### src/rtl/rdmc_pkg.sv
// Shared types and constants for the rover drive mode controller.
`timescale 1ns / 1ps

package rdmc_pkg;

  // Width of the autonomous phase tick counter.
  localparam int unsigned TIMER_BITS = 16;
  localparam int unsigned PHASE_TIME_W = 16;
  localparam int unsigned CMP_W = (TIMER_BITS > PHASE_TIME_W) ? TIMER_BITS : PHASE_TIME_W;

  localparam int unsigned DIST_W = 10;
  localparam int unsigned SPEED_W = 8;
  localparam int unsigned NUDGE_W = 8;
  localparam int unsigned CFG_IDX_W = 3;
  localparam int unsigned CFG_DATA_W = 16;

  // Depth of the queue between the front and the back.
  localparam int unsigned Q_DEPTH = 2;
  localparam int unsigned Q_PTR_W = (Q_DEPTH > 1) ? $clog2(Q_DEPTH) : 1;
  localparam int unsigned Q_CNT_W = $clog2(Q_DEPTH + 1);

  localparam logic [SPEED_W-1:0] NUDGE_SPEED_STRAIGHT = SPEED_W'(255);
  localparam logic [SPEED_W-1:0] NUDGE_SPEED_TURN = SPEED_W'(240);
  localparam logic [NUDGE_W-1:0] NUDGE_TURN_TICKS = NUDGE_W'(80);

  // Command bytes.
  localparam logic [7:0] CH_FWD = 8'h46;
  localparam logic [7:0] CH_BACK = 8'h42;
  localparam logic [7:0] CH_LEFT = 8'h4C;
  localparam logic [7:0] CH_RIGHT = 8'h52;
  localparam logic [7:0] CH_STOP = 8'h53;
  localparam logic [7:0] CH_AUTO = 8'h58;
  localparam logic [7:0] CH_FAN_ON = 8'h4F;
  localparam logic [7:0] CH_FAN_OFF = 8'h50;
  localparam logic [7:0] CH_FAN_TGL = 8'h56;

  // Configuration register indexes.
  localparam logic [CFG_IDX_W-1:0] CFG_THRESHOLD = 3'd0;
  localparam logic [CFG_IDX_W-1:0] CFG_FWD_SPEED = 3'd1;
  localparam logic [CFG_IDX_W-1:0] CFG_REV_SPEED = 3'd2;
  localparam logic [CFG_IDX_W-1:0] CFG_TURN_SPEED = 3'd3;
  localparam logic [CFG_IDX_W-1:0] CFG_CONFIRM_TIME = 3'd4;
  localparam logic [CFG_IDX_W-1:0] CFG_BACK_TIME = 3'd5;
  localparam logic [CFG_IDX_W-1:0] CFG_TURN_TIME = 3'd6;
  localparam logic [CFG_IDX_W-1:0] CFG_NUDGE_TIME = 3'd7;

  typedef enum logic [1:0] {
    WHEEL_STOP = 2'd0,
    WHEEL_FWD  = 2'd1,
    WHEEL_REV  = 2'd2
  } wheel_e;

  typedef enum logic [1:0] {
    PH_FORWARD = 2'd0,
    PH_CONFIRM = 2'd1,
    PH_REVERSE = 2'd2,
    PH_TURN    = 2'd3
  } phase_e;

  typedef enum logic [3:0] {
    CMD_NONE,
    CMD_TICK,
    CMD_AUTO,
    CMD_STOP,
    CMD_FAN_ON,
    CMD_FAN_OFF,
    CMD_FAN_TGL,
    CMD_FWD,
    CMD_BACK,
    CMD_LEFT,
    CMD_RIGHT
  } cmd_e;

  typedef struct packed {
    cmd_e cmd;
    logic obstacle;
    logic rnd;
  } work_t;

  typedef struct packed {
    logic [DIST_W-1:0]       threshold;
    logic [SPEED_W-1:0]      fwd_speed;
    logic [SPEED_W-1:0]      rev_speed;
    logic [SPEED_W-1:0]      turn_speed;
    logic [PHASE_TIME_W-1:0] confirm_time;
    logic [PHASE_TIME_W-1:0] back_time;
    logic [PHASE_TIME_W-1:0] turn_time;
    logic [NUDGE_W-1:0]      nudge_time;
  } cfg_t;

endpackage

### src/rtl/rdmc_if.sv
// Valid/ready channel interfaces for input items and result items.
`timescale 1ns / 1ps

interface rdmc_in_if;
  logic       valid;
  logic       ready;
  logic       op;
  logic [7:0] command_char;
  logic [9:0] dist_a;
  logic [9:0] dist_b;
  logic [9:0] dist_c;
  logic       random_bit;

  modport source (
    output valid, op, command_char, dist_a, dist_b, dist_c, random_bit,
    input  ready
  );
  modport sink (
    input  valid, op, command_char, dist_a, dist_b, dist_c, random_bit,
    output ready
  );
endinterface

interface rdmc_out_if;
  logic       valid;
  logic       ready;
  logic [1:0] left_wheel;
  logic [1:0] right_wheel;
  logic [7:0] wheel_speed;
  logic       fan_on;
  logic       autonomous;
  logic [1:0] avoid_phase;

  modport source (
    output valid, left_wheel, right_wheel, wheel_speed, fan_on, autonomous, avoid_phase,
    input  ready
  );
  modport sink (
    input  valid, left_wheel, right_wheel, wheel_speed, fan_on, autonomous, avoid_phase,
    output ready
  );
endinterface

### src/rtl/rdmc_front.sv
// Front end: accepts input items, decodes commands and detects obstacles.
`timescale 1ns / 1ps

module rdmc_front (
  rdmc_in_if.sink                       in_i,
  input  logic [rdmc_pkg::DIST_W-1:0]   threshold_i,
  output rdmc_pkg::work_t               wrk_o,
  output logic                          wrk_valid_o,
  input  logic                          wrk_ready_i
);

  logic [rdmc_pkg::DIST_W-1:0] med;
  logic [rdmc_pkg::DIST_W-1:0] a, b, c;

  assign a = in_i.dist_a;
  assign b = in_i.dist_b;
  assign c = in_i.dist_c;

  always_comb begin
    if ((a <= b && b <= c) || (c <= b && b <= a)) begin
      med = b;
    end else if ((b <= a && a <= c) || (c <= a && a <= b)) begin
      med = a;
    end else begin
      med = c;
    end
  end

  always_comb begin
    wrk_o.rnd = in_i.random_bit;
    wrk_o.obstacle = (med != '0) && (med <= threshold_i);
    if (in_i.op) begin
      wrk_o.cmd = rdmc_pkg::CMD_TICK;
    end else begin
      unique case (in_i.command_char)
        rdmc_pkg::CH_FWD:     wrk_o.cmd = rdmc_pkg::CMD_FWD;
        rdmc_pkg::CH_BACK:    wrk_o.cmd = rdmc_pkg::CMD_BACK;
        rdmc_pkg::CH_LEFT:    wrk_o.cmd = rdmc_pkg::CMD_LEFT;
        rdmc_pkg::CH_RIGHT:   wrk_o.cmd = rdmc_pkg::CMD_RIGHT;
        rdmc_pkg::CH_STOP:    wrk_o.cmd = rdmc_pkg::CMD_STOP;
        rdmc_pkg::CH_AUTO:    wrk_o.cmd = rdmc_pkg::CMD_AUTO;
        rdmc_pkg::CH_FAN_ON:  wrk_o.cmd = rdmc_pkg::CMD_FAN_ON;
        rdmc_pkg::CH_FAN_OFF: wrk_o.cmd = rdmc_pkg::CMD_FAN_OFF;
        rdmc_pkg::CH_FAN_TGL: wrk_o.cmd = rdmc_pkg::CMD_FAN_TGL;
        default:              wrk_o.cmd = rdmc_pkg::CMD_NONE;
      endcase
    end
  end

  assign wrk_valid_o = in_i.valid;
  assign in_i.ready = wrk_ready_i;

endmodule

### src/rtl/rdmc_queue.sv
// Short queue of decoded items between the front and the back.
`timescale 1ns / 1ps

module rdmc_queue (
  input  logic            clk_i,
  input  logic            rst_ni,
  input  rdmc_pkg::work_t push_data_i,
  input  logic            push_valid_i,
  output logic            push_ready_o,
  output rdmc_pkg::work_t pop_data_o,
  output logic            pop_valid_o,
  input  logic            pop_ready_i
);

  rdmc_pkg::work_t mem_q [rdmc_pkg::Q_DEPTH];
  logic [rdmc_pkg::Q_PTR_W-1:0] wr_ptr_q, wr_ptr_d, rd_ptr_q, rd_ptr_d;
  logic [rdmc_pkg::Q_CNT_W-1:0] cnt_q, cnt_d;
  logic push, pop;

  assign push_ready_o = (cnt_q != rdmc_pkg::Q_CNT_W'(rdmc_pkg::Q_DEPTH));
  assign pop_valid_o = (cnt_q != '0);
  assign push = push_valid_i && push_ready_o;
  assign pop = pop_valid_o && pop_ready_i;
  assign pop_data_o = mem_q[rd_ptr_q];

  always_comb begin
    wr_ptr_d = wr_ptr_q;
    rd_ptr_d = rd_ptr_q;
    cnt_d = cnt_q;
    if (push) begin
      wr_ptr_d = (wr_ptr_q == rdmc_pkg::Q_PTR_W'(rdmc_pkg::Q_DEPTH - 1)) ? '0
               : wr_ptr_q + 1'b1;
    end
    if (pop) begin
      rd_ptr_d = (rd_ptr_q == rdmc_pkg::Q_PTR_W'(rdmc_pkg::Q_DEPTH - 1)) ? '0
               : rd_ptr_q + 1'b1;
    end
    if (push && !pop) begin
      cnt_d = cnt_q + 1'b1;
    end else if (pop && !push) begin
      cnt_d = cnt_q - 1'b1;
    end
  end

  always_ff @(posedge clk_i or negedge rst_ni) begin
    if (!rst_ni) begin
      wr_ptr_q <= '0;
      rd_ptr_q <= '0;
      cnt_q <= '0;
    end else begin
      wr_ptr_q <= wr_ptr_d;
      rd_ptr_q <= rd_ptr_d;
      cnt_q <= cnt_d;
    end
  end

  always_ff @(posedge clk_i) begin
    if (push) begin
      mem_q[wr_ptr_q] <= push_data_i;
    end
  end

endmodule

### src/rtl/rdmc_back.sv
// Back end: drive, fan and avoidance state, updated once per item.
`timescale 1ns / 1ps

module rdmc_back (
  input  logic            clk_i,
  input  logic            rst_ni,
  input  rdmc_pkg::cfg_t  cfg_i,
  input  rdmc_pkg::work_t wrk_i,
  input  logic            wrk_valid_i,
  output logic            wrk_ready_o,
  rdmc_out_if.source      out_o
);

  logic out_valid_q, out_valid_d;
  logic auto_q, auto_d;
  rdmc_pkg::phase_e phase_q, phase_d;
  logic [rdmc_pkg::TIMER_BITS-1:0] ticks_q, ticks_d, ticks_inc;
  logic turn_right_q, turn_right_d;
  logic fan_q, fan_d;
  logic nudge_act_q, nudge_act_d;
  logic [rdmc_pkg::NUDGE_W-1:0] nudge_cnt_q, nudge_cnt_d;
  logic [rdmc_pkg::NUDGE_W-1:0] nudge_len_q, nudge_len_d;
  rdmc_pkg::wheel_e left_q, left_d, right_q, right_d;
  logic [rdmc_pkg::SPEED_W-1:0] speed_q, speed_d;
  logic [rdmc_pkg::CMP_W-1:0] ticks_ext;
  logic confirm_done, back_done, turn_done;
  logic pop;

  // The state registers are the result: a new item is only taken once the
  // previous result has been transferred.
  assign wrk_ready_o = !out_valid_q || out_o.ready;
  assign pop = wrk_valid_i && wrk_ready_o;

  assign ticks_inc = (ticks_q != '1) ? ticks_q + 1'b1 : ticks_q;
  assign ticks_ext = rdmc_pkg::CMP_W'(ticks_inc);
  assign confirm_done = ticks_ext >= rdmc_pkg::CMP_W'(cfg_i.confirm_time);
  assign back_done = ticks_ext >= rdmc_pkg::CMP_W'(cfg_i.back_time);
  assign turn_done = ticks_ext >= rdmc_pkg::CMP_W'(cfg_i.turn_time);

  always_comb begin
    out_valid_d = out_valid_q;
    auto_d = auto_q;
    phase_d = phase_q;
    ticks_d = ticks_q;
    turn_right_d = turn_right_q;
    fan_d = fan_q;
    nudge_act_d = nudge_act_q;
    nudge_cnt_d = nudge_cnt_q;
    nudge_len_d = nudge_len_q;
    left_d = left_q;
    right_d = right_q;
    speed_d = speed_q;
    if (out_valid_q && out_o.ready) begin
      out_valid_d = 1'b0;
    end
    if (pop) begin
      out_valid_d = 1'b1;
      unique case (wrk_i.cmd)
        rdmc_pkg::CMD_AUTO: begin
          auto_d = 1'b1;
          phase_d = rdmc_pkg::PH_FORWARD;
          ticks_d = '0;
          fan_d = 1'b1;
        end
        rdmc_pkg::CMD_STOP: begin
          auto_d = 1'b0;
          left_d = rdmc_pkg::WHEEL_STOP;
          right_d = rdmc_pkg::WHEEL_STOP;
          speed_d = '0;
        end
        rdmc_pkg::CMD_FAN_ON:  fan_d = 1'b1;
        rdmc_pkg::CMD_FAN_OFF: fan_d = 1'b0;
        rdmc_pkg::CMD_FAN_TGL: fan_d = !fan_q;
        rdmc_pkg::CMD_FWD, rdmc_pkg::CMD_BACK,
        rdmc_pkg::CMD_LEFT, rdmc_pkg::CMD_RIGHT: begin
          auto_d = 1'b0;
          nudge_act_d = 1'b1;
          nudge_cnt_d = '0;
          if (wrk_i.cmd == rdmc_pkg::CMD_FWD || wrk_i.cmd == rdmc_pkg::CMD_BACK) begin
            nudge_len_d = cfg_i.nudge_time;
            speed_d = rdmc_pkg::NUDGE_SPEED_STRAIGHT;
          end else begin
            nudge_len_d = rdmc_pkg::NUDGE_TURN_TICKS;
            speed_d = rdmc_pkg::NUDGE_SPEED_TURN;
          end
          left_d = (wrk_i.cmd == rdmc_pkg::CMD_FWD || wrk_i.cmd == rdmc_pkg::CMD_RIGHT)
                 ? rdmc_pkg::WHEEL_FWD : rdmc_pkg::WHEEL_REV;
          right_d = (wrk_i.cmd == rdmc_pkg::CMD_FWD || wrk_i.cmd == rdmc_pkg::CMD_LEFT)
                  ? rdmc_pkg::WHEEL_FWD : rdmc_pkg::WHEEL_REV;
        end
        rdmc_pkg::CMD_TICK: begin
          if (auto_q) begin
            ticks_d = ticks_inc;
            unique case (phase_q)
              rdmc_pkg::PH_FORWARD: begin
                if (wrk_i.obstacle) begin
                  left_d = rdmc_pkg::WHEEL_STOP;
                  right_d = rdmc_pkg::WHEEL_STOP;
                  speed_d = '0;
                  phase_d = rdmc_pkg::PH_CONFIRM;
                  ticks_d = '0;
                end else begin
                  left_d = rdmc_pkg::WHEEL_FWD;
                  right_d = rdmc_pkg::WHEEL_FWD;
                  speed_d = cfg_i.fwd_speed;
                end
              end
              rdmc_pkg::PH_CONFIRM: begin
                if (confirm_done) begin
                  if (wrk_i.obstacle) begin
                    turn_right_d = wrk_i.rnd;
                    left_d = rdmc_pkg::WHEEL_REV;
                    right_d = rdmc_pkg::WHEEL_REV;
                    speed_d = cfg_i.rev_speed;
                    phase_d = rdmc_pkg::PH_REVERSE;
                    ticks_d = '0;
                  end else begin
                    phase_d = rdmc_pkg::PH_FORWARD;
                  end
                end
              end
              rdmc_pkg::PH_REVERSE: begin
                if (back_done) begin
                  left_d = turn_right_q ? rdmc_pkg::WHEEL_FWD : rdmc_pkg::WHEEL_REV;
                  right_d = turn_right_q ? rdmc_pkg::WHEEL_REV : rdmc_pkg::WHEEL_FWD;
                  speed_d = cfg_i.turn_speed;
                  phase_d = rdmc_pkg::PH_TURN;
                  ticks_d = '0;
                end
              end
              rdmc_pkg::PH_TURN: begin
                if (turn_done) begin
                  phase_d = rdmc_pkg::PH_FORWARD;
                end
              end
              default: phase_d = phase_q;
            endcase
          end else if (nudge_act_q) begin
            if (nudge_cnt_q >= nudge_len_q) begin
              left_d = rdmc_pkg::WHEEL_STOP;
              right_d = rdmc_pkg::WHEEL_STOP;
              speed_d = '0;
              nudge_act_d = 1'b0;
            end else begin
              nudge_cnt_d = nudge_cnt_q + 1'b1;
            end
          end
        end
        default: begin
          // Unknown bytes still produce a result with unchanged state.
          out_valid_d = 1'b1;
        end
      endcase
    end
  end

  always_ff @(posedge clk_i or negedge rst_ni) begin
    if (!rst_ni) begin
      out_valid_q <= 1'b0;
      auto_q <= 1'b0;
      phase_q <= rdmc_pkg::PH_FORWARD;
      ticks_q <= '0;
      turn_right_q <= 1'b1;
      fan_q <= 1'b0;
      nudge_act_q <= 1'b0;
      nudge_cnt_q <= '0;
      nudge_len_q <= '0;
      left_q <= rdmc_pkg::WHEEL_STOP;
      right_q <= rdmc_pkg::WHEEL_STOP;
      speed_q <= '0;
    end else begin
      out_valid_q <= out_valid_d;
      auto_q <= auto_d;
      phase_q <= phase_d;
      ticks_q <= ticks_d;
      turn_right_q <= turn_right_d;
      fan_q <= fan_d;
      nudge_act_q <= nudge_act_d;
      nudge_cnt_q <= nudge_cnt_d;
      nudge_len_q <= nudge_len_d;
      left_q <= left_d;
      right_q <= right_d;
      speed_q <= speed_d;
    end
  end

  assign out_o.valid = out_valid_q;
  assign out_o.left_wheel = left_q;
  assign out_o.right_wheel = right_q;
  assign out_o.wheel_speed = speed_q;
  assign out_o.fan_on = fan_q;
  assign out_o.autonomous = auto_q;
  assign out_o.avoid_phase = phase_q;

endmodule

### src/rtl/rover_drive_mode_controller_core.sv
// Top level of the rover drive mode controller: configuration, front, queue and back.
// Each transferred item is written into the queue; its result is registered by the back end.
// Throughput: one item per cycle unless out_o stalls; each item is one back-end state update.
// The two-entry queue lets the front keep taking items while a result waits.
// Reset (asynchronous, active low) returns all state to its idle values (right turn selected)
// and loads the register defaults.
`timescale 1ns / 1ps

module rover_drive_mode_controller_core (
  input  logic                               clk_i,
  input  logic                               rst_ni,
  input  logic                               cfg_we_i,
  input  logic [rdmc_pkg::CFG_IDX_W-1:0]     cfg_idx_i,
  input  logic [rdmc_pkg::CFG_DATA_W-1:0]    cfg_data_i,
  rdmc_in_if.sink                            in_i,
  rdmc_out_if.source                         out_o
);

  rdmc_pkg::cfg_t  cfg_q, cfg_d;
  rdmc_pkg::work_t front_wrk, back_wrk;
  logic front_valid, front_ready, back_valid, back_ready;

  always_comb begin
    cfg_d = cfg_q;
    if (cfg_we_i) begin
      unique case (cfg_idx_i)
        rdmc_pkg::CFG_THRESHOLD:    cfg_d.threshold = cfg_data_i[rdmc_pkg::DIST_W-1:0];
        rdmc_pkg::CFG_FWD_SPEED:    cfg_d.fwd_speed = cfg_data_i[rdmc_pkg::SPEED_W-1:0];
        rdmc_pkg::CFG_REV_SPEED:    cfg_d.rev_speed = cfg_data_i[rdmc_pkg::SPEED_W-1:0];
        rdmc_pkg::CFG_TURN_SPEED:   cfg_d.turn_speed = cfg_data_i[rdmc_pkg::SPEED_W-1:0];
        rdmc_pkg::CFG_CONFIRM_TIME: cfg_d.confirm_time = cfg_data_i;
        rdmc_pkg::CFG_BACK_TIME:    cfg_d.back_time = cfg_data_i;
        rdmc_pkg::CFG_TURN_TIME:    cfg_d.turn_time = cfg_data_i;
        rdmc_pkg::CFG_NUDGE_TIME:   cfg_d.nudge_time = cfg_data_i[rdmc_pkg::NUDGE_W-1:0];
        default:                    cfg_d = cfg_q;
      endcase
    end
  end

  always_ff @(posedge clk_i or negedge rst_ni) begin
    if (!rst_ni) begin
      cfg_q.threshold <= rdmc_pkg::DIST_W'(15);
      cfg_q.fwd_speed <= rdmc_pkg::SPEED_W'(210);
      cfg_q.rev_speed <= rdmc_pkg::SPEED_W'(220);
      cfg_q.turn_speed <= rdmc_pkg::SPEED_W'(220);
      cfg_q.confirm_time <= rdmc_pkg::PHASE_TIME_W'(150);
      cfg_q.back_time <= rdmc_pkg::PHASE_TIME_W'(200);
      cfg_q.turn_time <= rdmc_pkg::PHASE_TIME_W'(150);
      cfg_q.nudge_time <= rdmc_pkg::NUDGE_W'(120);
    end else begin
      cfg_q <= cfg_d;
    end
  end

  rdmc_front u_front (
    .in_i        (in_i),
    .threshold_i (cfg_q.threshold),
    .wrk_o       (front_wrk),
    .wrk_valid_o (front_valid),
    .wrk_ready_i (front_ready)
  );

  rdmc_queue u_queue (
    .clk_i        (clk_i),
    .rst_ni       (rst_ni),
    .push_data_i  (front_wrk),
    .push_valid_i (front_valid),
    .push_ready_o (front_ready),
    .pop_data_o   (back_wrk),
    .pop_valid_o  (back_valid),
    .pop_ready_i  (back_ready)
  );

  rdmc_back u_back (
    .clk_i       (clk_i),
    .rst_ni      (rst_ni),
    .cfg_i       (cfg_q),
    .wrk_i       (back_wrk),
    .wrk_valid_i (back_valid),
    .wrk_ready_o (back_ready),
    .out_o       (out_o)
  );

`ifndef SYNTH
  // Stopped wheels always come with zero speed.
  a_stop_zero_speed: assert property (@(posedge clk_i) disable iff (!rst_ni)
    (out_o.valid && out_o.left_wheel == rdmc_pkg::WHEEL_STOP
     && out_o.right_wheel == rdmc_pkg::WHEEL_STOP) |-> (out_o.wheel_speed == '0))
    else $error("stopped wheels with nonzero speed");

  // A wheel code is never the unused value.
  a_wheel_code: assert property (@(posedge clk_i) disable iff (!rst_ni)
    out_o.valid |-> (out_o.left_wheel != 2'd3 && out_o.right_wheel != 2'd3))
    else $error("invalid wheel code");

  // An item entering an empty pipeline produces a result through the queue and the back end.
  a_latency: assert property (@(posedge clk_i) disable iff (!rst_ni)
    (in_i.valid && in_i.ready && !back_valid && (!out_o.valid || out_o.ready))
    |-> ##2 out_o.valid)
    else $error("result missing after transfer into empty pipeline");
`endif

endmodule

### src/flat_wrapper.sv
// flat-port wrapper written by rule: the top's interface ports become plain ports
module rover_drive_mode_controller_core_flat 
  (clk_i, rst_ni, cfg_we_i, cfg_idx_i, cfg_data_i, in_i_valid, in_i_op, in_i_command_char, in_i_dist_a, in_i_dist_b, in_i_dist_c, in_i_random_bit, in_i_ready, out_o_valid, out_o_left_wheel, out_o_right_wheel, out_o_wheel_speed, out_o_fan_on, out_o_autonomous, out_o_avoid_phase, out_o_ready);
  rdmc_in_if in_i_i ();
  rdmc_out_if out_o_i ();
  input  logic clk_i;
  input  logic rst_ni;
  input  logic cfg_we_i;
  input  logic [rdmc_pkg::CFG_IDX_W-1:0] cfg_idx_i;
  input  logic [rdmc_pkg::CFG_DATA_W-1:0] cfg_data_i;
  input wire logic [$bits(in_i_i.valid)-1:0] in_i_valid;
  input wire logic [$bits(in_i_i.op)-1:0] in_i_op;
  input wire logic [$bits(in_i_i.command_char)-1:0] in_i_command_char;
  input wire logic [$bits(in_i_i.dist_a)-1:0] in_i_dist_a;
  input wire logic [$bits(in_i_i.dist_b)-1:0] in_i_dist_b;
  input wire logic [$bits(in_i_i.dist_c)-1:0] in_i_dist_c;
  input wire logic [$bits(in_i_i.random_bit)-1:0] in_i_random_bit;
  output wire logic [$bits(in_i_i.ready)-1:0] in_i_ready;
  output wire logic [$bits(out_o_i.valid)-1:0] out_o_valid;
  output wire logic [$bits(out_o_i.left_wheel)-1:0] out_o_left_wheel;
  output wire logic [$bits(out_o_i.right_wheel)-1:0] out_o_right_wheel;
  output wire logic [$bits(out_o_i.wheel_speed)-1:0] out_o_wheel_speed;
  output wire logic [$bits(out_o_i.fan_on)-1:0] out_o_fan_on;
  output wire logic [$bits(out_o_i.autonomous)-1:0] out_o_autonomous;
  output wire logic [$bits(out_o_i.avoid_phase)-1:0] out_o_avoid_phase;
  input wire logic [$bits(out_o_i.ready)-1:0] out_o_ready;
  assign in_i_i.valid = in_i_valid;
  assign in_i_i.op = in_i_op;
  assign in_i_i.command_char = in_i_command_char;
  assign in_i_i.dist_a = in_i_dist_a;
  assign in_i_i.dist_b = in_i_dist_b;
  assign in_i_i.dist_c = in_i_dist_c;
  assign in_i_i.random_bit = in_i_random_bit;
  assign in_i_ready = in_i_i.ready;
  assign out_o_valid = out_o_i.valid;
  assign out_o_left_wheel = out_o_i.left_wheel;
  assign out_o_right_wheel = out_o_i.right_wheel;
  assign out_o_wheel_speed = out_o_i.wheel_speed;
  assign out_o_fan_on = out_o_i.fan_on;
  assign out_o_autonomous = out_o_i.autonomous;
  assign out_o_avoid_phase = out_o_i.avoid_phase;
  assign out_o_i.ready = out_o_ready;
  rover_drive_mode_controller_core u_core (.clk_i(clk_i), .rst_ni(rst_ni), .cfg_we_i(cfg_we_i), .cfg_idx_i(cfg_idx_i), .cfg_data_i(cfg_data_i), .in_i(in_i_i), .out_o(out_o_i));
endmodule
### config.mk
export PLATFORM = sky130hd
export DESIGN_NAME = rover_drive_mode_controller_core_flat
export DESIGN_NICKNAME = d
export VERILOG_FILES = /design/src/rtl/rdmc_pkg.sv /design/src/rtl/rdmc_if.sv /design/src/rtl/rdmc_front.sv /design/src/rtl/rdmc_queue.sv /design/src/rtl/rdmc_back.sv /design/src/rtl/rover_drive_mode_controller_core.sv /design/src/flat_wrapper.sv
export SDC_FILE = /design/constraint.sdc
export NUM_CORES = 1
export LEC_CHECK = 0
export BUFFER_PORTS_ARGS = -buffer_cell sky130_fd_sc_hd__clkbuf_2
export CORE_ASPECT_RATIO = 0.5
export CORE_MARGIN = 2
export CORE_UTILIZATION = 62
export CTS_BUF_LIST = sky130_fd_sc_hd__clkbuf_8 sky130_fd_sc_hd__clkbuf_16
export DETAILED_ROUTE_END_ITERATION = 10
export GPL_ROUTABILITY_DRIVEN = 0
export GPL_TIMING_DRIVEN = 1
export HOLD_SLACK_MARGIN = 0.1
export PLACE_DENSITY = 0.86
export SLEW_MARGIN = 10
export SYNTH_ARGS = -nofsm -noshare
export SYNTH_HDL_FRONTEND = slang
export SYNTH_HIERARCHICAL = 1
export SYNTH_SLANG_ARGS = --single-unit
### constraint.sdc
create_clock -name clk_i -period 9.8 [get_ports clk_i]
set_input_delay 1.96 -clock clk_i [delete_from_list [all_inputs] [get_ports clk_i]]
set_output_delay 1.96 -clock clk_i [all_outputs]
set_load 0.005 [all_outputs]
==> impl_metrics.ini, run 1 <==
[power_and_ir_drop]
leakagePower_nw = 5.50
ir_worst_vdd_v = 0.000136
total_power_mw = 2.39
powerDensity_mw_per_mm2 = 215

[layout]
final_layout_size_suffix_gt1_frac = 0.277
fillCellCount = 1028
layout_common_cells = dfrtp_1, ha_1, inv_1
fin_nets = 1175
final_common_cell = dfrtp_1
diodes = 0
syn_to_final_growth_pct = 10.4

[outcome]
status = complete, no violations

[yosys]
synthSimpleGateAreaFrac = 0.116
ys_top_cells_by_area = dfrtp_1, ha_1, mux2_2
synth-edff-count = 12
synth_top_family_by_area = multiplexers
seq_area_frac_synth = 0.401
ys_warn_count = 6
async_flop_share = 0.924
synthAdderAreaFrac = 0.129
synth_ff_type = dfrtp_1
synth_top_area_cell = dfrtp_1
netlist_area_sq_mm = 0.0101
yosys.area.top_type_share = 0.276
synth_compound_area_frac = 0.123
avgSynthCellArea_sq_um = 10.7
yosys.cell_types.count = 76
synth_nets = 1106
synth_xor_area_frac = 0.0200
synth-seq-cells = 157
syn-instance-count = 938
synth_mux_area_frac = 0.151

[worst_setup_path]
cp-end-kind = flop
start_kind = input pin
crit_required_ns = 10.05
critPathTopFamily = compound AO/OA/AOI/OAI gates
critPathArrivalTime_ns = 6.21
slowest_delay_ns = 0.95
crit_top_cell = o21a_1
crit_buf_inv = 2
critical_path_class = in2reg
crit_fanout = 10
crit_chain = clkbuf_2, inv_1, ha_1, a21oi_1, a21boi_0, o31ai_1, a211oi_1, o21ai_1, mux2i_1, mux2i_1, ha_1, nor2b_1, o21a_1, o21a_1, o21a_1, o21ai_0, nand2b_1, a21oi_1, o21ai_0, a32oi_1
critical-path-slowest-cell = o21ai_1

[cts]
htree_levels = 4
cts_made_buffers = 17
clk_latency_ns = 0.43
ctsHoldBuffers = 0
clkTransAtPathRegs_ns = 0.07
cts_max_path_buffers = 2
cts_resized = 0
cts_sinks = 157
postCtsSetupRepairBufs = 0
root_buffer = clkbuf_16
cts_tree = yes

[sta]
holdWs_ns = 0.494
fin_ws_ns = 3.84
fin_skew_ns = 0.0131
slew-limit-headroom = 0.197
rsz0062_at_grt = no
timing.fmax_mhz = 168
setup_viol = 0
worst_pin_slew_ns = 1.20
min_period_ns = 5.96
timing_hold_violations_final = 0
fin_crit_sh = 0.608
slew_viol_final = 0
fin_tns_setup_ns = 0

[routing]
drt_iter0_drc = 618
drc_errors = 0
avgRoutedWirePerCell_microns = 19.1
drt_pass1_iterations = 6
totalWireLength_microns = 23400
postRouteAntennaNets = 0
vias = 7621
vias_per_cell = 6.23

[die]
start_util = 0.644
die-area_sq_mm = 0.0173
num_rows = 32
coreArea_sq_mm = 0.0156
die_w_microns = 184
ios = 82
fp.dieH_microns = 94.1

[global_route]
first_global_vias = 7696
grtUsageTotal = 0.285
grt_max_degree = 87
grt-ovfl-total = 0
antenna_found_initial = 1
grt_first_pass_wirelength_microns = 38400

[place]
numPortBuffers = 81
hpwl_microns = 16700
place_ws_ns = 3.52

[run]
drv_cap = 0

[hold_path]
min_path_type = reg2reg
## cell usage after synthesis (4+ instances only)
cell type,instances
a21oi_1,36
dfstp_2,34
nor2_1,42
nor3b_1,4
a22o_1,16
xnor2_1,11
nand2_1,41
nand4_1,19
nor4_1,8
a21o_1,16
a22oi_1,9
mux2_4,20
nor2b_1,8
a31oi_1,12
dfrtp_1,111
o21a_1,7
inv_1,100
o21ai_0,40
edfxtp_1,12
nand3_1,20
and3_1,6
o21ai_1,7
and2_1,6
a211oi_1,6
buf_6,8
o31ai_1,5
xor2_1,12
ha_1,104
buf_4,7
mux2_2,90
nand2b_1,14
nor3_1,11
mux2i_1,20
buf_2,9
clkbuf_1,9
## state kept, by name, indices dropped and copies added, names as in the netlist, 2 cells and up
signal / flops
u_core/u_back/ticks_q: 16
u_core/u_back/out_o.left_wheel: 2
u_core/u_back/nudge_cnt_q: 8
u_core/u_back/nudge_len_q: 8
u_core/u_queue/mem_q: 12
u_core/u_back/out_o.avoid_phase: 2
u_core/u_back/out_o.right_wheel: 2
u_core/u_back/out_o.wheel_speed: 8
u_core/u_queue/cnt_q: 2
u_core/cfg_q: 90
## tightest hold or removal path: stages, from the launching register on
cell	delay, ns
dfrtp_1	0.34
nand2_1	0.05
o21ai_0	0.07
## final timing paths
kind	start	end	slack (ns)	cells after the start
max	in_i_dist_a[4]	u_core/u_queue/mem_q[1][1]	3.84	20
min	u_core/cfg_q[2]	u_core/u_back/nudge_len_q[2]	0.49	2
max reg2reg	u_core/u_back/ticks_q[4]	u_core/u_back/out_o.wheel_speed[0]	4.49	14
min reg2reg	u_core/cfg_q[2]	u_core/u_back/nudge_len_q[2]	0.49	2
max in group asynchronous	rst_ni	u_core/cfg_q[37]	6.81	2
min in group asynchronous	rst_ni	u_core/u_back/out_o.wheel_speed[1]	1.49	1
## layout make-up
type | instances | area, sq um | share of cell area
Tap cell | 204 | 255 | 0.0230
Sequential cell | 157 | 4030 | 0.363
Clock inverter | 15 | 150 | 0.0135
Multi-Input combinational cell | 646 | 5430 | 0.489
Timing Repair Buffer | 84 | 434 | 0.0391
Inverter | 101 | 379 | 0.0341
Clock buffer | 17 | 425 | 0.0383
## report_power, final
group / leakage (nW) / switching, mW / internal [mW]
registers: 1.87 / 0.100 / 0.830
logic: 3.36 / 0.450 / 0.368
clock network: 0.273 / 0.302 / 0.338
## per-layer routing
metal,share of wire,wire length [microns],global-route usage
met1,0.43,10000,0.369
met2,0.48,11300,0.490
met3,0.069,1610,0.0481
met4,0.021,499,0.103
met5,0,0,0
## through the flow
stage          instances  utilization  instance area, sq um
3_5_place_dp        1192        0.674                 10500
5_1_grt             1224        0.711                 11100
4_1_cts             1224        0.711                 11100
2_1_floorplan        938            -                 10100
6_report            1224        0.711                 11100
3_3_place_gp        1192        0.674                 10500
## cell families after synthesis
group           after synthesis
simple gates                205
compound gates              184
flops                       157
buf+inv                     135
mux                         130
fa+ha+maj                   104
xor+xnor                     23
Power figures use the tool's default switching activity.
==> run 2: changes to the inputs <==
CORE_UTILIZATION = 61   (was 62)
PLACE_DENSITY = 0.85   (was 0.86)
clock period = 5.6 ns   (was 9.8 ns; I/O delays follow)
==> run 2 against run 1 <==
- sequential power up 75%
- highest routed layer unchanged
- combinational power rose by 76%
- flip-flop and latch count stayed put
==> impl_metrics.ini, run 2 (synthesis gave the netlist of run 1 again) <==
[routing]
avgRoutedWirePerCell_microns = 18.5
vias = 7647
postRouteAntennaNets = 0
vias_per_cell = 6.11
drt_pass1_iterations = 6
totalWireLength_microns = 23200
drt_iter0_drc = 550
drc_errors = 0

[global_route]
use_met3 = 0.0544
use_met1 = 0.353
grt_max_degree = 98
grt-ovfl-total = 0
first_global_vias = 7877
grtUsageTotal = 0.283
busiest_layer = met2
use_met2 = 0.490
grt_first_pass_wirelength_microns = 38700
antenna_found_initial = 0

[place]
dpl.cell_count = 1220
dpl_cell_area_sq_mm = 0.0106
hpwl_microns = 16700
numPortBuffers = 81

[sta]
rsz0062_at_grt = no
setup_viol = 0
fin_tns_setup_ns = 0
fin_skew_ns = 0.0119
timing.fmax_mhz = 207
min_period_ns = 4.82
fin_crit_sh = 0.861
slew-limit-headroom = 0.179
worst_pin_slew_ns = 1.23
timing_hold_violations_final = 0
slew_viol_final = 0

[worst_setup_path]
slowest_delay_ns = 0.51
critical_path_class = reg2reg
critPathArrivalTime_ns = 5.13
crit_required_ns = 5.91
cp-end-kind = flop
crit_fanout = 8
start_kind = flop
crit_top_cell = and2_1
critical-path-slowest-cell = a211oi_2
crit_chain = and4_1, nand4_1, nor3_2, a31oi_1, and2_1, xor2_1, ha_1, and2_1, a221oi_1, o21ai_0, a211oi_2, nor4_1, o21ai_2, buf_4, mux2_4

[layout]
layout_common_cells = dfrtp_1, ha_1, inv_1
final_layout_size_suffix_gt1_frac = 0.282
final_area_sq_mm = 0.0112
largest_reg_flops = 90
finalNonFillerCells = 1252
final_common_cell = dfrtp_1
top_register = u_core/cfg_q
syn_to_final_growth_pct = 11.0
top_regs = u_core/cfg_q (90), u_core/u_back/ticks_q (16), u_core/u_queue/mem_q (12)
fin_nets = 1180
diodes = 0

[outcome]
status = complete, no violations

[cts]
cts_resized = 0
cts_tree = yes
cts_max_path_buffers = 2
htree_levels = 4
cts_made_buffers = 17
clkTransAtPathRegs_ns = 0.07
clk_latency_ns = 0.43
postCtsSetupRepairBufs = 0
cts_sinks = 157
root_buffer = clkbuf_16
ctsHoldBuffers = 0

[power_and_ir_drop]
swShare = 0.349
ir_worst_vdd_v = 0.000274
power_switching_mw = 1.46
intPower_mw = 2.73
leakagePower_nw = 5.53
total_power_mw = 4.19
pwr-share-comb = 0.342
power_frac_seq = 0.388
power_frac_clock = 0.269
powerDensity_mw_per_mm2 = 375

[die]
start_util = 0.618
coreArea_sq_mm = 0.0163
die-area_sq_mm = 0.0176
fp.dieH_microns = 94.8
die_w_microns = 186
ios = 82
num_rows = 33

[hold_path]
min_path_type = reg2reg

[run]
drv_cap = 0
run 2: changes by cell type in the layout (fill, tap and decap cells not counted), sizes merged:
cell      previous run  this run
clkinvlp             3         2
clkinv               5         3
bufinv               0         1
buf                  4         9
inv                108       110
run 2: final timing paths:
kind / end / startpoint / slack [ns] / cells past startpoint
setup / recovery: u_core/u_back/out_o.wheel_speed[7] / u_core/u_back/ticks_q[4] / 0.78 / 15
hold / removal: u_core/cfg_q[33] / u_core/cfg_q[33] / 0.51 / 1
hold reg to reg: u_core/cfg_q[33] / u_core/cfg_q[33] / 0.51 / 1
max in group asynchronous: u_core/u_back/ticks_q[4] / rst_ni / 3.66 / 2
setup reg to reg: u_core/u_back/out_o.wheel_speed[7] / u_core/u_back/ticks_q[4] / 0.78 / 15
min in group asynchronous: u_core/cfg_q[87] / rst_ni / 0.76 / 1
run 2: layout make-up:
class | instances | area [sq um]
Clock inverter | 15 | 148
Clock buffer | 17 | 425
Tap cell | 227 | 284
Sequential cell | 157 | 4030
Timing Repair Buffer | 89 | 472
Fill cell | 1146 | 5100
Inverter | 101 | 379
Multi-Input combinational cell | 646 | 5430
run 2: per-stage QoR:
step           hold WS, ns  setup WS (ns)   util
3_3_place_gp         0.473          0.806  0.651
4_1_cts              0.509          0.839  0.687
3_5_place_dp         0.479          0.588  0.651
5_1_grt              0.529          0.431  0.687
2_1_floorplan        0.444           1.29      -
6_report             0.508          0.778  0.687
run 2: power by group through the flow:
| stage | Combinational [mW] | Clock [mW] | Sequential, mW |
|---|---|---|---|
| after floorplan | 1.08 | 0 | 1.58 |
| after global placement | 1.33 | 0 | 1.62 |
| after detailed placement | 1.39 | 0 | 1.64 |
| after CTS | 1.42 | 1.14 | 1.63 |
| after global routing | 1.58 | 1.20 | 1.66 |
| final | 1.44 | 1.13 | 1.63 |
run 2: layer usage:
metal | part of all wire | vias up
met3 | 0.052 | 67
met2 | 0.49 | 274
met1 | 0.43 | 3777
met4 | 0.029 | 0
li1 | - | 3529
met5 | 0 | -
run 2: critical path: cells and delay by family, from the launching register on:
kind | cells | cell delay [ns]
mux | 1 | 0.31
buf+inv | 1 | 0.27
fa+ha+maj | 1 | 0.30
xor+xnor | 1 | 0.26
flops | 1 | 0.45
simple gates | 6 | 1.43
compound gates | 5 | 1.71
==> run 3: changes to the inputs <==
PLACE_DENSITY = not set   (was 0.85)
PLACE_DENSITY_LB_ADDON = 0.25   (was not set)
==> run 3 against run 2 <==
- critical path type unchanged
- hold slack got worse by 0.0021 ns
- global-route usage is 0.43 points lower
- power is 2.6% higher
- largest power group unchanged
==> impl_metrics.ini, run 3 (synthesis gave the netlist of run 1 again) <==
[global_route]
first_global_vias = 7677
grtUsageTotal = 0.279
antenna_found_initial = 0
grt_max_degree = 100
grt-ovfl-total = 0
use_met2 = 0.489
use_met3 = 0.0420
busiest_layer = met2
use_met1 = 0.360
grt_first_pass_wirelength_microns = 38100

[sta]
rsz0062_at_grt = no
fin_tns_setup_ns = 0
timing.fmax_mhz = 211
slew-limit-headroom = 0.254
worst_pin_slew_ns = 1.12
fin_ws_ns = 0.853
fin_crit_sh = 0.848
fin_skew_ns = 0.0128
holdWs_ns = 0.506
timing_hold_violations_final = 0
setup_viol = 0
min_period_ns = 4.75
slew_viol_final = 0

[die]
die_w_microns = 186
fp.dieH_microns = 94.8
coreArea_sq_mm = 0.0163
die-area_sq_mm = 0.0176
num_rows = 33
start_util = 0.618
ios = 82

[cts]
ctsHoldBuffers = 0
cts_max_path_buffers = 2
htree_levels = 4
clk_latency_ns = 0.42
cts_resized = 0
clkTransAtPathRegs_ns = 0.07
root_buffer = clkbuf_16
cts_tree = yes
cts_made_buffers = 17
cts_sinks = 157
postCtsSetupRepairBufs = 0

[layout]
largest_reg_flops = 90
multi_input_area_sq_mm = 0.00543
fillCellCount = 1179
final_core_util = 0.690
layout_common_cells = dfrtp_1, ha_1, inv_1
regArea_sq_mm = 0.00403
final_common_cell = dfrtp_1
diodes = 0
fin_nets = 1180
syn_to_final_growth_pct = 11.6
top_regs = u_core/cfg_q (90), u_core/u_back/ticks_q (16), u_core/u_queue/mem_q (12)
top_register = u_core/cfg_q
final_layout_size_suffix_gt1_frac = 0.280

[place]
place_ws_ns = 0.643
hpwl_microns = 16500
numPortBuffers = 81

[routing]
drt_iter0_drc = 492
drt_pass1_iterations = 4
vias_per_cell = 5.96
avgRoutedWirePerCell_microns = 18.5
postRouteAntennaNets = 0
totalWireLength_microns = 23200
drc_errors = 0
vias = 7460

[worst_setup_path]
critPathArrivalTime_ns = 5.05
cp-end-kind = flop
start_kind = flop
critical_path_class = reg2reg
crit_fanout = 12
crit_required_ns = 5.90
reg2reg_slack_ns = 0.85

[power_and_ir_drop]
total_power_mw = 4.30
powerDensity_mw_per_mm2 = 383
leakagePower_nw = 5.56
ir_worst_vdd_v = 0.000220

[outcome]
status = complete, no violations

[hold_path]
min_path_type = reg2reg

[run]
drv_cap = 0
==> run 3: cell types whose count changed in the layout (fill, tap and decap cells not counted), sizes merged <==
cell	change
bufinv	+3
clkinvlp	-1
inv	-2
==> run 3: path summary, 6_finish.rpt <==
| check | startpoint | to | depth (start not counted) |
|---|---|---|---|
| worst max-delay path | u_core/u_back/ticks_q[4] | u_core/u_back/out_o.wheel_speed[0] | 15 |
| worst min-delay path | u_core/u_back/out_o.left_wheel[0] | u_core/u_back/out_o.left_wheel[0] | 1 |
| worst max register to register | u_core/u_back/ticks_q[4] | u_core/u_back/out_o.wheel_speed[0] | 15 |
| worst min register to register | u_core/u_back/out_o.left_wheel[0] | u_core/u_back/out_o.left_wheel[0] | 1 |
| max in group asynchronous | rst_ni | u_core/cfg_q[24] | 2 |
| min in group asynchronous | rst_ni | u_core/cfg_q[45] | 1 |
==> run 3: routing by layer <==
layer | share of wire | vias to the layer above | routed length, microns
li1 | - | 3531 | -
met1 | 0.46 | 3702 | 10600
met2 | 0.48 | 199 | 11200
met3 | 0.044 | 28 | 1010
met4 | 0.015 | 0 | 348
met5 | 0 | - | 0
==> run 3: critical path, stage by stage, from the launching register on <==
cell	delay (ns)
dfrtp_1	0.47
and4_1	0.28
nand4_1	0.17
nor3_2	0.41
a31oi_1	0.33
and2_1	0.29
xor2_1	0.28
ha_1	0.30
and2_1	0.18
a221oi_1	0.22
o21ai_0	0.23
a211oi_2	0.55
nor4_1	0.15
o21ai_2	0.13
buf_4	0.28
mux2_2	0.37
==> run 3: cell type report <==
type,count,share of cell area
clock buffers,17,0.0379
clock inverters,15,0.0185
inverters,101,0.0338
multi-input cells,646,0.484
flip-flops and latches,157,0.359
well taps,227,0.0253
repair buffers,89,0.0420
==> run 3: metrics by stage <==
step / cell area, sq um / instances
6_report: 11200 / 1252
5_1_grt: 11200 / 1252
4_1_cts: 11200 / 1252
3_5_place_dp: 10600 / 1220
3_3_place_gp: 10600 / 1220
2_1_floorplan: 10100 / 938
==> run 3: report_power, final <==
| group | internal [mW] | leakage, nW | switching [mW] |
|---|---|---|---|
| clock | 0.756 | 0.310 | 0.491 |
| sequential | 1.45 | 1.87 | 0.171 |
| combinational | 0.648 | 3.38 | 0.784 |
| total | 2.86 | 5.56 | 1.45 |
